<file path="config.mk">
export PLATFORM = sky130hd
export DESIGN_NAME = stable_matching_engine_core
export DESIGN_NICKNAME = d
export VERILOG_FILES = /design/src/rtl/sme_pkg.sv /design/src/rtl/sme_ram.sv /design/src/rtl/sme_cell.sv /design/src/rtl/stable_matching_engine_core.sv
export SDC_FILE = /design/constraint.sdc
export NUM_CORES = 1
export LEC_CHECK = 0
export ABC_AREA = 1
export BUFFER_PORTS_ARGS = -buffer_cell sky130_fd_sc_hd__buf_2
export CELL_PAD_IN_SITES_DETAIL_PLACEMENT = 0
export CELL_PAD_IN_SITES_GLOBAL_PLACEMENT = 1
export CORE_MARGIN = 2
export CORE_UTILIZATION = 31
export DETAILED_ROUTE_END_ITERATION = 10
export HOLD_SLACK_MARGIN = 0.15
export PLACE_DENSITY_LB_ADDON = 0.1
export SLEW_MARGIN = 20
export SYNTH_ARGS = -nofsm -noshare
export SYNTH_HDL_FRONTEND = slang
export SYNTH_SLANG_ARGS = --single-unit
</file>
<file path="constraint.sdc">
create_clock -name clk -period 3.4 [get_ports clk]
set_input_delay 0.68 -clock clk [delete_from_list [all_inputs] [get_ports clk]]
set_output_delay 0.68 -clock clk [all_outputs]
set_load 0.005 [all_outputs]
</file>
<file path="src/rtl/sme_pkg.sv">
package sme_pkg;

    localparam int PEOPLE = 8;
    localparam int IW = 3;
    localparam int CW = $clog2(PEOPLE + 1);
    localparam int AW = $clog2(PEOPLE * PEOPLE);

    typedef enum logic [1:0] {
        OP_LOAD_PROP = 2'd0,
        OP_LOAD_ACC  = 2'd1,
        OP_RUN       = 2'd2,
        OP_NONE      = 2'd3
    } op_t;

    typedef enum logic [2:0] {
        ST_IDLE,
        ST_FIND,
        ST_READ,
        ST_RANK,
        ST_DECIDE,
        ST_EMIT
    } state_t;

    // Status that one proposer cell reports to the controller.
    typedef struct packed {
        logic          held;
        logic [IW-1:0] partner;
        logic [CW-1:0] next;
    } cell_stat_t;

    // Commands from the controller to every cell.
    typedef struct packed {
        logic          clear;
        logic          engage;
        logic          release_it;
        logic          advance;
        logic [IW-1:0] target;
        logic [IW-1:0] old_man;
        logic [IW-1:0] acc;
    } cell_cmd_t;

endpackage

</file>
<file path="src/rtl/sme_ram.sv">
module sme_ram #(
    parameter int WIDTH = 3,
    parameter int DEPTH = 64
) (
    input  logic                     clk,
    input  logic                     we,
    input  logic [$clog2(DEPTH)-1:0] waddr,
    input  logic [WIDTH-1:0]         wdata,
    input  logic [$clog2(DEPTH)-1:0] raddr,
    output logic [WIDTH-1:0]         rdata
);

    logic [WIDTH-1:0] mem [DEPTH];

    // One write port, one registered read port.
    always_ff @(posedge clk)
    begin
        if (we)
        begin
            mem[waddr] <= wdata;
        end
        rdata <= mem[raddr];
    end

endmodule

</file>
<file path="src/rtl/sme_cell.sv">
module sme_cell (
    input  logic                    clk,
    input  logic                    rst_n,
    input  logic [sme_pkg::IW-1:0]  my_id,
    input  sme_pkg::cell_cmd_t      cmd,
    output sme_pkg::cell_stat_t     stat
);

    sme_pkg::cell_stat_t stat_reg, stat_next;

    // One proposer's match state and proposal pointer.
    always_comb
    begin
        stat_next = stat_reg;
        if (cmd.clear)
        begin
            stat_next = '0;
        end
        else
        begin
            if (cmd.advance && cmd.target == my_id)
            begin
                stat_next.next = stat_reg.next + 1'b1;
            end
            if (cmd.release_it && cmd.old_man == my_id)
            begin
                stat_next.held = 1'b0;
                stat_next.partner = '0;
            end
            if (cmd.engage && cmd.target == my_id)
            begin
                stat_next.held = 1'b1;
                stat_next.partner = cmd.acc;
            end
        end
    end

    always_ff @(posedge clk or negedge rst_n)
    begin
        if (!rst_n)
        begin
            stat_reg <= '0;
        end
        else
        begin
            stat_reg <= stat_next;
        end
    end

    assign stat = stat_reg;

endmodule

</file>
<file path="src/rtl/stable_matching_engine_core.sv">
// Loads are written when accepted and stream one per cycle while the block is idle.
// A run, once accepted, makes up to PEOPLE*PEOPLE proposals of four steps each
// (free-proposer search, list read, rank read, decide), set by the registered reads of
// the preference RAMs, then one final search and PEOPLE results, one per
// proposer, each held while out_ready is low. Requests are refused during a run.
// Reset clears the cells' match state and the acceptor held flags; preference tables are undefined until written.
module stable_matching_engine_core (
    input  logic       clk,
    input  logic       rst_n,
    input  logic       in_valid,
    output logic       in_ready,
    input  logic [1:0] op,
    input  logic [2:0] person,
    input  logic [2:0] rank,
    input  logic [2:0] choice,
    output logic       out_valid,
    input  logic       out_ready,
    output logic [2:0] proposer,
    output logic [2:0] partner,
    output logic       matched,
    output logic       last
);

    localparam int IW = sme_pkg::IW;
    localparam int AW = sme_pkg::AW;

    sme_pkg::state_t state_reg, state_next;
    sme_pkg::cell_cmd_t cmd;
    sme_pkg::cell_stat_t stat [sme_pkg::PEOPLE];

    logic [IW-1:0] man_reg, man_next;
    logic [IW-1:0] acc_reg, acc_next;
    logic [IW-1:0] emit_reg, emit_next;
    logic [IW-1:0] rank_new_reg, rank_new_next;
    logic          found;
    logic [IW-1:0] found_id;
    logic [sme_pkg::PEOPLE-1:0] acc_held_reg, acc_held_next;
    logic [IW-1:0] acc_part_reg [sme_pkg::PEOPLE];
    logic [IW-1:0] acc_part_next [sme_pkg::PEOPLE];

    logic          pref_we, rank_we;
    logic [AW-1:0] pref_waddr, rank_waddr, pref_raddr, rank_raddr;
    logic [IW-1:0] pref_rdata, rank_rdata;
    logic          in_ok;

    // Row of proposer cells.
    for (genvar g = 0; g < sme_pkg::PEOPLE; g++)
    begin : g_cell
        sme_cell u_cell (
            .clk   (clk),
            .rst_n (rst_n),
            .my_id (IW'(g)),
            .cmd   (cmd),
            .stat  (stat[g])
        );
    end

    // Preference list store, indexed proposer then rank.
    sme_ram #(.WIDTH(IW), .DEPTH(sme_pkg::PEOPLE * sme_pkg::PEOPLE)) u_pref (
        .clk(clk), .we(pref_we), .waddr(pref_waddr), .wdata(choice),
        .raddr(pref_raddr), .rdata(pref_rdata)
    );

    // Rank table store, indexed acceptor then proposer.
    sme_ram #(.WIDTH(IW), .DEPTH(sme_pkg::PEOPLE * sme_pkg::PEOPLE)) u_rank (
        .clk(clk), .we(rank_we), .waddr(rank_waddr), .wdata(rank),
        .raddr(rank_raddr), .rdata(rank_rdata)
    );

    // Load addresses and range check.
    assign in_ok = (32'(person) < sme_pkg::PEOPLE) && (32'(rank) < sme_pkg::PEOPLE)
                   && (32'(choice) < sme_pkg::PEOPLE);
    assign pref_waddr = AW'(32'(person) * sme_pkg::PEOPLE + 32'(rank));
    assign rank_waddr = AW'(32'(person) * sme_pkg::PEOPLE + 32'(choice));
    assign in_ready = (state_reg == sme_pkg::ST_IDLE);
    assign pref_we = in_valid && in_ready && in_ok && (op == sme_pkg::OP_LOAD_PROP);
    assign rank_we = in_valid && in_ready && in_ok && (op == sme_pkg::OP_LOAD_ACC);

    // Lowest free proposer with entries left.
    always_comb
    begin
        found = 1'b0;
        found_id = '0;
        for (int i = sme_pkg::PEOPLE - 1; i >= 0; i--)
        begin
            if (!stat[i].held && 32'(stat[i].next) < sme_pkg::PEOPLE)
            begin
                found = 1'b1;
                found_id = IW'(i);
            end
        end
    end

    // The list read is issued during the search, for the proposer just found.
    assign pref_raddr = AW'(32'(man_next) * sme_pkg::PEOPLE + 32'(stat[man_next].next[IW-1:0]));
    assign rank_raddr = (state_reg == sme_pkg::ST_READ)
        ? AW'(32'(pref_rdata) * sme_pkg::PEOPLE + 32'(man_reg))
        : AW'(32'(acc_reg) * sme_pkg::PEOPLE + 32'(acc_part_reg[acc_reg]));

    // Controller: next state and cell commands.
    always_comb
    begin
        state_next = state_reg;
        man_next = man_reg;
        acc_next = acc_reg;
        emit_next = emit_reg;
        rank_new_next = rank_new_reg;
        acc_held_next = acc_held_reg;
        acc_part_next = acc_part_reg;
        cmd = '0;
        cmd.target = man_reg;
        cmd.acc = acc_reg;
        cmd.old_man = acc_part_reg[acc_reg];
        case (state_reg)
            sme_pkg::ST_IDLE:
            begin
                if (in_valid && op == sme_pkg::OP_RUN)
                begin
                    cmd.clear = 1'b1;
                    acc_held_next = '0;
                    state_next = sme_pkg::ST_FIND;
                end
            end
            sme_pkg::ST_FIND:
            begin
                man_next = found_id;
                emit_next = '0;
                state_next = found ? sme_pkg::ST_READ : sme_pkg::ST_EMIT;
            end
            sme_pkg::ST_READ:
            begin
                // Pointer read issued last cycle; data is the acceptor.
                acc_next = pref_rdata;
                cmd.advance = 1'b1;
                state_next = sme_pkg::ST_RANK;
            end
            sme_pkg::ST_RANK:
            begin
                rank_new_next = rank_rdata;
                state_next = sme_pkg::ST_DECIDE;
            end
            sme_pkg::ST_DECIDE:
            begin
                if (!acc_held_reg[acc_reg])
                begin
                    cmd.engage = 1'b1;
                    acc_held_next[acc_reg] = 1'b1;
                    acc_part_next[acc_reg] = man_reg;
                end
                else if (rank_new_reg < rank_rdata)
                begin
                    cmd.engage = 1'b1;
                    cmd.release_it = 1'b1;
                    acc_part_next[acc_reg] = man_reg;
                end
                state_next = sme_pkg::ST_FIND;
            end
            sme_pkg::ST_EMIT:
            begin
                if (out_ready)
                begin
                    emit_next = emit_reg + 1'b1;
                    if (32'(emit_reg) == sme_pkg::PEOPLE - 1)
                    begin
                        state_next = sme_pkg::ST_IDLE;
                    end
                end
            end
            default:
            begin
                state_next = sme_pkg::ST_IDLE;
            end
        endcase
    end

    always_ff @(posedge clk or negedge rst_n)
    begin
        if (!rst_n)
        begin
            state_reg <= sme_pkg::ST_IDLE;
            emit_reg <= '0;
            acc_held_reg <= '0;
        end
        else
        begin
            state_reg <= state_next;
            emit_reg <= emit_next;
            acc_held_reg <= acc_held_next;
        end
    end

    always_ff @(posedge clk)
    begin
        man_reg <= man_next;
        acc_reg <= acc_next;
        rank_new_reg <= rank_new_next;
        acc_part_reg <= acc_part_next;
    end

    // Results come straight from the cells, one per cycle while out_ready is high.
    assign out_valid = (state_reg == sme_pkg::ST_EMIT);
    assign proposer = emit_reg;
    assign matched = stat[emit_reg].held;
    assign partner = stat[emit_reg].held ? stat[emit_reg].partner : '0;
    assign last = (32'(emit_reg) == sme_pkg::PEOPLE - 1);

endmodule

</file>
## Word-level counts from Yosys, hierarchy flattened

Memories as Yosys holds them, arrays and structs flattened. A register that Yosys moved wholly into a read port is not among the register bits.
Cells that the tools add are included.

| operators by class | value |
|---|---|
| add/sub/neg operators | 14 |
| magnitude comparators | 15 |
| equality and inequality tests | 27 |
| muxes and demuxes | 90 |
| bitwise gates (word level) | 4 |
| reductions and logical operators | 72 |

Operator list:

| operator | count |
|---|---|
| $mux W4 | 24 |
| $mux W8 | 12 |
| $mux W3 | 20 |
| $bmux W8 S3 | 2 |
| $mux W24 | 2 |
| $logic_and A1 B1 Y1 | 38 |
| $eq A3 B3 Y1 const B | 11 |
| $add A4 B1 Y4 const B | 8 |
| $lt A4 B4 Y1 const B | 8 |
| $add A6 B3 Y6 | 5 |
| $bwmux W24 | 1 |
| $reduce_bool A3 Y1 | 8 |
| $reduce_bool A2 Y1 | 10 |
| $mux W1 | 19 |
| $eq A3 B2 Y1 const B | 6 |
| $pmux W3 S6 | 1 |
| $pmux W8 S2 | 1 |
| $ge A4 B4 Y1 const B | 3 |
| $not A3 Y4 | 3 |
| $bmux W3 S3 | 1 |
| $demux W3 S3 | 1 |
| $eq A3 B1 Y1 const B | 3 |
| $logic_not A3 Y1 | 3 |
| $logic_not A1 Y1 | 8 |
| other kinds (18) | 24 |

| word-level totals | value |
|---|---|
| flip-flop bits (word level) | 111 |
| bits in writable memories | 384 |
| input port bits | 15 |
| memories kept | 2 |

Memory list:

| name | words | bits a word | rd ports | clocked after memory_dff | write ports | line | RTL |
|---|---|---|---|---|---|---|---|
| u_pref.mem | 64 | 3 | 1 | 1 | 1 | sme_ram.sv:13 | `logic [WIDTH-1:0] mem [DEPTH];` |
| u_rank.mem | 64 | 3 | 1 | 1 | 1 | sme_ram.sv:13 |  |

## Logic depth before layout (Yosys ltp)

Gate-level depths: netlist of the first run.

| logic depth | value |
|---|---|
| depth in word-level cells | 16 |
| mapped depth | 25 |

## By module

A second synthesis of the first run with hierarchy kept.

| second synthesis, totals | value |
|---|---|
| cells, all modules | 2407 |
| area total of the unflattened synthesis | 23422.5 um^2 |

By module, submodules not included:

| module | instances | cells each | area an instance (um^2) | sequential area each (um^2) |
|---|---|---|---|---|
| sme_ram | 2 | 734 | 8195.4 | 5825.6 |
| sme_cell | 8 | 70 | 523.0 | 200.2 |
| stable_matching_engine_core | 1 | 379 | 2847.7 | 1311.3 |

## Worst setup path before layout of the first run

OpenSTA, ideal clock, no wires.

| timing path | value |
|---|---|
| path kind | register to register |
| start point | register state_reg[2] |
| end point | register u_pref.rdata[0], read port of u_pref.mem |
| setup time | 0.113 ns |
| arrival | 2.240 ns |
| path slack | 1.046 ns |
| stages on the path, launching flop included | 20 |
| buffers on the path | 3 |
| cell sequence | dfrtp_1 nor3_4 inv_2 nor2_4 nand2_4 nand2_2 buf_6 nand2_1 nand3_2 nand3_4 nand2_4 buf_6 buf_4 nand2_1 nand3_1 nand3_1 nand3_1 nand3_1 nand3_1 nand2_1 |

| on the way | value |
|---|---|
| cells in the longest elaborated chain, start to end | 7 |

RTL lines:

| item | line | RTL |
|---|---|---|
| start: declaration | stable_matching_engine_core.sv:27 | `sme_pkg::state_t state_reg, state_next;` |
| start signal: assignment | stable_matching_engine_core.sv:180 | `state_reg <= sme_pkg::ST_IDLE;` |
| start signal: assignment | stable_matching_engine_core.sv:186 | `state_reg <= state_next;` |
| $eq A3 B1 Y1 * | stable_matching_engine_core.sv:114 | `case (state_reg)` |
| $mux W3 * | stable_matching_engine_core.sv:114 |  |
| $not A3 Y4 (not written as such) | stable_matching_engine_core.sv:95 | `assign pref_raddr = AW'(32'(man_next) * sme_pkg::PEOPLE + 32'(stat[man_next].next[IW-1:0]));` |
| $bmux W8 S3 | stable_matching_engine_core.sv:95 |  |
| $mux W3 (not written as such) (2 in series) | stable_matching_engine_core.sv:95 |  |
| $add A6 B3 Y6 * | stable_matching_engine_core.sv:95 |  |
| end: declaration | sme_ram.sv:10 | `output logic [WIDTH-1:0] rdata` |

Every way passes the cells marked *; elsewhere a longest branch is shown, timed or not. The select of a mux whose other input is x is not followed.
A chain may end at the register's enable or synchronous reset.

## Worst setup path in the final report of the first run

| timing path | value |
|---|---|
| start point | register emit_reg[1] (netlist: proposer[1]) |
| end point | output port partner[0] |

| on the way | value |
|---|---|
| cells in the longest elaborated chain, start to end | 5 |

RTL lines:

| item | line | RTL |
|---|---|---|
| start: declaration | stable_matching_engine_core.sv:33 | `logic [IW-1:0] emit_reg, emit_next;` |
| start signal: assignment | stable_matching_engine_core.sv:187 | `emit_reg <= emit_next;` |
| $not A3 Y4 (not written as such) | stable_matching_engine_core.sv:204 | `assign partner = stat[emit_reg].held ? stat[emit_reg].partner : '0;` |
| $bmux W8 S3 | stable_matching_engine_core.sv:204 |  |
| $mux W8 (not written as such) (2 in series) | stable_matching_engine_core.sv:204 |  |
| $mux W3 | stable_matching_engine_core.sv:204 |  |
| end: declaration | stable_matching_engine_core.sv:19 | `output logic [2:0] partner,` |

No other way between the ends. The select of a mux whose other input is x is not followed.

==> impl_results.md, run 1 <==
* First-pass GRT wire length at 98600 um
* Area contributors post-synth: edfxtp_1 55%, dfrtp_1 8.6%, nand3_1 6.8%
* Post-synth EDFFs at 414
* CTS Sinks at 501
* Pre-CTS setup slack at 0.302 ns
* Reg clk slew, reported paths at 0.05 ns
* Fraction of registers with async set or reset after synthesis at 15.6%
* Total setup buffers inserted after CTS at 0
* Worst-case clock buffer depth at 3
* Mapped Area at 22600 sq um
* Yosys reg bits at 501
* Worst Clk Skew at 0.0238 ns
* Post-synth top flop: edfxtp_1
* Pin count of the biggest net entering global routing at 79
* Final Util at 36.1%
* Grt ovf at 0
* Final ANT Viol Nets at 0
* Max-slew violation count at 0
* Sequential element share of the synthesized area at 64.5%
* 1st-pass router iterations at 5
* Status: finished, final reports clean
* Vias per cell at 4.85
* Max Freq at 325 MHz
* Hold slack at 0.348 ns
* Reg-to-reg slack, setup at 0.39 ns
* Buffers on Ports at 24
* Core footprint at 71700 sq um
* Worst skew pair latency at 0.64 ns
* Die X at 274 um
* Cell count after placement at 3109
* WS Path Type: register to output port
* Diodes inserted at 0
* TritonCTS clock tree: built
* Critical path peak fanout at 11
* Period utilization at 90.6%
* CTS root buffer: clkbuf_16
* Worst vdd ir at 0.638 mV
* Die Ht at 274 um
* FF-to-FF Start: state_reg[2]
* Final non-filler cell total at 3219
* Reg-to-reg endpoint: u_pref.rdata[1]
* Layout fillers at 7202
* Routed wire length at 65200 um
* Die ar. at 75000 sq um
* I/O pins at 25
* Hold path endpoint: proposer[2]
* Row Count at 98
* CP endpoint kind: output port
* Power consumption at 26.0 mW
* DP Wirelength at 42100 um
* Final instance area at 25900 sq um
* Hold Path Class: primary input to register
* Vias at 15600
* Setup TNS at 0 ns
* Final Worst Setup Slack at 0.321 ns
* # DRC at 0
* WP data required at 2.72 ns
* Syn nets at 2186
* Hold wc startpoint: out_ready
* Setup-failing EPs final at 0
* Placed cell areas at 24100 sq um
* RSZ-0062 raised after global routing: false
* Hold path depth at 3
* Tmin final at 3.08 ns
* Initial core utilization at 31.5%
* Synth top area share at 55.1%
* Initial antenna violation count at 1
* Most common cell in the netlist: edfxtp_1
* Normalized max-slew margin at 37.5%
* Number of global-route vias before repair at 15900
* Synth cell types at 48
* Pwr Density at 1000 nW/um^2
* Final #Nets at 2247
* Slowest stage cell, crit path: dfrtp_2
* Max incr delay on CP at 0.51 ns
* Crit path cell chain: clkinv_2, a21oi_1, o21ai_0, nand2_1, nor2_1, a31oi_1, o21ai_0, inv_1, buf_2
* Final Hold Fails at 0
* Num CTS Buffers at 58
* CP arrival at 2.40 ns
* Synthesized instance count at 2159
* Syn-to-layout area delta at 14.7%
* Worst Tran Pin Value at 0.928 ns
* Tot GR Track Use at 17.6%
* Iteration-0 DRC Markers at 1116
* Layout cells sized above 1 at 10.8%
* Max-cap check violation count at 0
* Dominant cell type by area after synthesis: edfxtp_1
* Placer Congestion at 0.763
* Crit-path most repeated cell: o21ai_0
* Startpoint types: register
* H-tree levels at 2
* Syn. warnings at 0
* Syn_area_per_cell at 10.5 sq um
* Static Leak at 9.79 nW
* Cell depth of the worst flop-to-flop path at 19
* Synth top cells by count: 414 x edfxtp_1, 350 x nand2_1, 307 x nand3_1
* Routed len/inst at 20.2 um
-- cells in the final DEF (no fill, tap or decap), drive strengths merged, types with 54 or more instances in the layout --
| cell | Yosys | final |
|---|---|---|
| edfxtp | 414 | 414 |
| clkbuf | 36 | 79 |
| nand3 | 314 | 314 |
| buf | 62 | 98 |
| o211ai | 54 | 54 |
| o21ai | 111 | 111 |
| a21oi | 65 | 65 |
| nor2 | 237 | 237 |
| inv | 233 | 233 |
| nand2 | 357 | 357 |
| dfrtp | 78 | 78 |
| nand3b | 75 | 75 |
-- critical path: cells and delay by family (launching register included) --
family          cells  cell delay [ns]
buf+inv             3             0.41
compound gates      4             0.74
simple gates        2             0.12
flops               1             0.51
-- power breakdown --
group | switching [mW] | internal, mW
Clock | 2.55 | 3.34
Sequential | 0.365 | 7.18
Combinational | 8.44 | 4.11
-- how the worst max path moves through the flow --
stage | startpoint | endpoint | cells after the start
after floorplan | state_reg[2] | u_pref.rdata[0] | 19
after global placement | state_reg[2] | u_pref.rdata[2] | 19
after detailed placement | state_reg[2] | u_pref.rdata[2] | 17
after CTS | proposer[1] | partner[0] | 9
after global routing | proposer[1] | partner[0] | 9
final | proposer[1] | partner[0] | 9
-- final cells by class --
type / count / area (sq um) / share of cell area (%)
inverters: 236 / 892 / 3.45
well taps: 950 / 1190 / 4.59
clock buffers: 79 / 1550 / 5.99
flip-flops and latches: 501 / 14600 / 56.3
multi-input cells: 1324 / 6630 / 25.6
repair buffers: 99 / 830 / 3.20
clock inverters: 30 / 241 / 0.933
-- metal layers --
| metal | global-route usage, % | part of all wire [%] |
|---|---|---|
| met5 | 0 | 0 |
| met4 | 4.54 | 2.4 |
| met3 | 2.22 | 3.7 |
| met2 | 28.6 | 46 |
| met1 | 24.7 | 48 |
-- logic make-up after synthesis --
logic type,Yosys count,synth area share (%)
compound gates,263,6.93
fa+ha+maj,12,0.665
simple gates,1045,21.5
buf+inv,334,6.27
flops,501,64.5
xor+xnor,4,0.155
-- what timing repair did --
action / CTS / global route
endpoints found under the hold margin: 33 / 0
gates resized for setup: 1 / 5
hold buffers: 1 / 0
setup endpoints to repair: 3 / 5
(Power assumes the default switching activity.)
==> run 2, diff against run 1 <==
--- a/config.mk
+++ b/config.mk
@@ -14,6 +14,7 @@
 export DETAILED_ROUTE_END_ITERATION = 10
 export HOLD_SLACK_MARGIN = 0.15
 export PLACE_DENSITY_LB_ADDON = 0.1
+export RECOVER_POWER = 100
 export SLEW_MARGIN = 20
 export SYNTH_ARGS = -nofsm -noshare
 export SYNTH_HDL_FRONTEND = slang
==> impl_results.md, run 2 (synthesis results as in run 1) <==
* Buffers on Ports at 24
* Final #Nets at 2247
* Final ANT Viol Nets at 0
* Die ar. at 75000 sq um
* Critical path peak fanout at 12
* Placer Congestion at 0.763
* Die Ht at 274 um
* Hold Path Class: primary input to register
* Internal power at 14.6 mW
* Final Worst Setup Slack at 0.308 ns
* TritonCTS clock tree: built
* DP Wirelength at 42100 um
* Diodes inserted at 0
* Max-slew violation count at 166
* Final Util at 36.0%
* Worst vdd ir at 0.648 mV
* Static Leak at 9.72 nW
* Comb power frac at 48.2%
* Most frequent cells in the layout: 414 x edfxtp_1, 350 x nand2_1, 307 x nand3_1, 236 x nor2_1, 220 x inv_1
* Initial core utilization at 31.5%
* WS Path Type: register to register
* Worst Path Buf+Inv at 5
* Reg-to-reg endpoint: g_cell[6].u_cell.stat[3]
* 1st-pass router iterations at 7
* Reg clk slew, reported paths at 0.06 ns
* Max-cap check violation count at 3
* Iteration-0 DRC Markers at 1207
* Max Freq at 323 MHz
* Worst Tran Pin Value at 2.16 ns
* Total setup buffers inserted after CTS at 0
* NetSw at 11.4 mW
* Die X at 274 um
* CTS root buffer: clkbuf_16
* Failing checks: max-capacitance violations, max-slew violations
* Initial antenna violation count at 0
* Cell count after placement at 3109
* Core footprint at 71700 sq um
* Sequential share of power at 29.1%
* CTS Sinks at 501
* Tmin final at 3.09 ns
* Routed wire length at 65200 um
* RSZ-0062 raised after global routing: false
* Vias per cell at 4.86
* Hold wc startpoint: out_ready
* Clock power frac at 22.7%
* Pwr Density at 1010 nW/um^2
* FF-to-FF Start: state_reg[1]
* Final Hold Fails at 0
* Startpoint types: register
* Worst skew pair latency at 0.64 ns
* Sw frac at 43.8%
* Number of global-route vias before repair at 15900
* Hold path endpoint: proposer[2]
* Setup-failing EPs final at 0
* # DRC at 0
* CP endpoint kind: register
* Layout fillers at 7230
* Row Count at 98
* Normalized max-slew margin at -44.1%
* Hold path depth at 3
* Layout cells sized above 1 at 9.96%
* CP Launch Point: state_reg[1]
* Pre-CTS setup slack at 0.302 ns
* H-tree levels at 2
* Syn-to-layout area delta at 14.2%
* Final non-filler cell total at 3219
* Slowest stage cell, crit path: clkbuf_1
* Period utilization at 90.9%
* Worst Clk Skew at 0.0255 ns
* CP arrival at 3.59 ns
* Worst-case clock buffer depth at 3
* Vias at 15600
* Most common cell after layout, fill and taps aside: edfxtp_1
* Cell depth of the worst flop-to-flop path at 12
* Routed len/inst at 20.2 um
* Crit-path most repeated cell: inv_1
* Grt ovf at 0
* Setup TNS at 0 ns
* Status: finished, violations left
* Tot GR Track Use at 17.6%
* Max incr delay on CP at 0.53 ns
* I/O pins at 25
* Reg-to-reg slack, setup at 0.31 ns
* Hold slack at 0.352 ns
* Num CTS Buffers at 58
* Crit path cell chain: inv_1, nor3_1, clkbuf_1, inv_1, nor2_1, inv_1, nor2_1, inv_1, nor2_1, nand3_1, o21ai_0, a21oi_1
* CP top delay family: buffers and inverters
* First-pass GRT wire length at 98600 um
* WP data required at 3.90 ns
* Pin count of the biggest net entering global routing at 79
==> run 2: layout make-up <==
class | count | area, sq um | share of cell area, %
Sequential cell | 501 | 14600 | 56.5
Multi-Input combinational cell | 1324 | 6620 | 25.7
Clock buffer | 79 | 1550 | 6.01
Tap cell | 950 | 1190 | 4.61
Inverter | 236 | 892 | 3.46
Timing Repair Buffer | 99 | 734 | 2.85
Clock inverter | 30 | 241 | 0.936
==> run 2: timing repair <==
action / 4_1_cts / 5_1_grt
hold endpoints to repair: 33 / 0
gates resized for setup: 1 / 5
hold buffers: 1 / 0
endpoints found under the setup margin: 3 / 5
==> run 2: per-layer routing <==
metal	GRT usage [%]	part of all wire (%)	vias to the layer above
li1	-	-	7617
met1	24.7	48	7660
met2	28.6	46	270
met3	2.22	3.5	90
met4	4.54	2.3	0
met5	0	0	-
==> run 2: how the worst max path moves through the flow <==
stage | depth (start not counted) | slack (ns) | to
2_1_floorplan | 19 | 1.05 | u_pref.rdata[0]
3_3_place_gp | 19 | 0.33 | u_pref.rdata[2]
3_5_place_dp | 17 | 0.30 | u_pref.rdata[2]
4_1_cts | 9 | 0.05 | partner[0]
5_1_grt | 9 | 0.03 | partner[0]
6_report | 12 | 0.31 | g_cell[6].u_cell.stat[3]
==> run 2: worst min-delay path, stage by stage <==
cell and delay [ns]:
buf_2 0.11, nand3_1 0.07, o21ai_0 0.06
==> run 2: power by group through the flow <==
stage	Clock [mW]	Sequential, mW	Combinational [mW]
floorplan	0	7.54	8.60
global placement	0	7.68	12.6
detailed placement	0	7.68	12.6
CTS	6.07	7.55	12.7
global route	6.30	7.61	14.1
finish	5.89	7.55	12.5
==> run 2: stage by stage <==
stage	power [mW]	instance area, sq um
finish	26.0	25800
floorplan	16.1	22600
detailed placement	20.3	24100
CTS	26.3	25900
global route	28.0	25800
global placement	20.3	24100
==> run 3, diff against run 2 <==
--- a/config.mk
+++ b/config.mk
@@ -9,6 +9,7 @@
 export BUFFER_PORTS_ARGS = -buffer_cell sky130_fd_sc_hd__buf_2
 export CELL_PAD_IN_SITES_DETAIL_PLACEMENT = 0
 export CELL_PAD_IN_SITES_GLOBAL_PLACEMENT = 1
+export CORE_ASPECT_RATIO = 0.7
 export CORE_MARGIN = 2
 export CORE_UTILIZATION = 31
 export DETAILED_ROUTE_END_ITERATION = 10
==> constraint.sdc (replaced) <==
create_clock -name clk -period 2.74 [get_ports clk]
set_input_delay 0.548 -clock clk [delete_from_list [all_inputs] [get_ports clk]]
set_output_delay 0.548 -clock clk [all_outputs]
set_load 0.005 [all_outputs]
==> impl_results.md, run 3 (synthesis results as in run 1) <==
* Crit path cell chain: nor3_4, inv_2, nor3_2, nand2_2, o21a_4, inv_8, nand3_2, nand3_4, nand2_8, buf_6, clkbuf_16, nand2_1, o21ai_1, nand2_1, nand3_1, nand3_2, nand3_4, nand3_2, nand2_1
* Pre-CTS setup slack at -0.185 ns
* CP arrival at 3.20 ns
* Tot GR Track Use at 18.3%
* Final Worst Setup Slack at 0.0307 ns
* Normalized max-slew margin at -7.28%
* Clock power frac at 19.6%
* Reg-to-reg endpoint: u_pref.rdata[0]
* Hold path endpoint: proposer[1]
* Die ar. at 75000 sq um
* Final Hold Fails at 0
* Routing usage on met1 at 28.7%
* Tmin final at 2.71 ns
* CP endpoint kind: register
* Reg clk slew, reported paths at 0.06 ns
* Iteration-0 DRC Markers at 1628
* First-pass GRT wire length at 104000 um
* Max-cap check violation count at 4
* 1st-pass router iterations at 5
* Worst Clk Skew at 0.0342 ns
* Setup-failing EPs final at 0
* H-tree levels at 2
* WS Path Type: register to register
* Layout cells sized above 1 at 22.1%
* Core footprint at 71800 sq um
* Setup TNS at 0 ns
* Number of global-route vias before repair at 16200
* Worst Path Buf+Inv at 4
* Layout fillers at 7049
* Max-slew violation count at 195
* Cell count after placement at 3227
* # DRC at 0
* Critical path peak fanout at 15
* M2 GR Usage at 26.7%
* Die Ht at 230 um
* I/O pins at 25
* Max incr delay on CP at 0.40 ns
* Startpoint types: register
* Slowest stage cell, crit path: dfrtp_1
* FF-to-FF Start: state_reg[2]
* Most frequent cells in the layout: 414 x edfxtp_1, 342 x nand2_1, 247 x nand3_1, 213 x inv_1, 204 x nor2_1
* Final #Nets at 2426
* Routed len/inst at 21.2 um
* Sw frac at 42.0%
* Cell depth of the worst flop-to-flop path at 19
* Static Leak at 11.2 nW
* Max Freq at 369 MHz
* Placer Congestion at 0.800
* DP Wirelength at 44800 um
* Final ANT Viol Nets at 0
* Status: finished, violations left
* Reg-to-reg slack, setup at 0.03 ns
* Worst Tran Pin Value at 1.61 ns
* Initial antenna violation count at 2
* Internal power at 23.7 mW
* Pin count of the biggest net entering global routing at 65
* Placed cell areas at 25100 sq um
* Final Util at 40.1%
* Final instance area at 28800 sq um
* Power consumption at 40.8 mW
* CP top delay family: simple AND/OR/NAND/NOR gates
* Worst vdd ir at 0.877 mV
* Grt ovf at 0
* Sequential share of power at 23.0%
* Worst skew pair latency at 0.63 ns
* Comb power frac at 57.4%
* Hold wc startpoint: out_ready
* Met3 usage at 2.53%
* Hold slack at 0.239 ns
* Worst-case clock buffer depth at 3
* Most common cell after layout, fill and taps aside: edfxtp_1
* Vias per cell at 4.92
* RSZ-0062 raised after global routing: true
* NetSw at 17.1 mW
* Row Count at 82
* Period utilization at 98.9%
* Busiest metal layer after global routing: met1
* Hold Path Class: primary input to register
* Syn-to-layout area delta at 27.7%
* Final non-filler cell total at 3412
* Routed wire length at 72400 um
* Initial core utilization at 31.4%
* Vias at 16800
* Num CTS Buffers at 54
* Die X at 327 um
* WP data required at 3.23 ns
* Crit. path cell count at 19
* Buffers on Ports at 24
* CTS root buffer: clkbuf_16
* Failing checks: max-capacitance violations, max-slew violations
* CTS Sinks at 501
* Pwr Density at 1410 nW/um^2
* Hold path depth at 3
* TritonCTS clock tree: built
-- run 3: worst max path at each step --
stage,from,end,slack (ns)
floorplan,state_reg[2],u_pref.rdata[0],0.39
global placement,g_cell[7].u_cell.stat[3],u_pref.rdata[0],-0.20
detailed placement,g_cell[5].u_cell.stat[7],u_pref.rdata[2],-0.19
CTS,acc_reg[2],u_rank.rdata[1],-0.01
global route,g_cell[5].u_cell.stat[7],u_pref.rdata[0],-0.16
finish,state_reg[2],u_pref.rdata[0],0.03
-- run 3: layout make-up --
| cell class | instances | area (sq um) | area share (%) |
|---|---|---|---|
| diodes | 2 | 5.00 | 0.0174 |
| clock buffers | 71 | 1500 | 5.20 |
| clock inverters | 30 | 438 | 1.52 |
| inverters | 236 | 925 | 3.21 |
| multi-input cells | 1325 | 7220 | 25.1 |
| flip-flops and latches | 501 | 14600 | 50.5 |
| well taps | 966 | 1210 | 4.19 |
| repair buffers | 281 | 2960 | 10.3 |
-- run 3: timing repair --
action	CTS	global route
setup endpoints to repair	26	280
buffers inserted	27	28
cloned	12	15
resized for setup	82	114
pin swaps	41	36
hold buffers	1	0
hold endpoints to repair	40	0
-- run 3: power by group through the flow --
stage,combinational (mW),sequential [mW],clock [mW]
2_1_floorplan,10.7,9.35,0
3_3_place_gp,17.4,9.52,0
3_5_place_dp,17.3,9.53,0
4_1_cts,20.0,9.38,8.17
5_1_grt,25.3,9.46,8.47
6_report,23.4,9.38,7.98
-- run 3: worst register-to-register path, delay by kind of cell (launching register included) --
family / cells / cell delay [ns]
flops: 1 / 0.40
compound gates: 2 / 0.23
simple gates: 13 / 1.43
buf+inv: 4 / 0.54
-- run 3: metal layers --
metal  part of all wire, %  up-vias
met4                   1.4        0
met5                     0        -
met3                   5.0       69
li1                      -     7971
met2                    42      429
met1                    52     8310
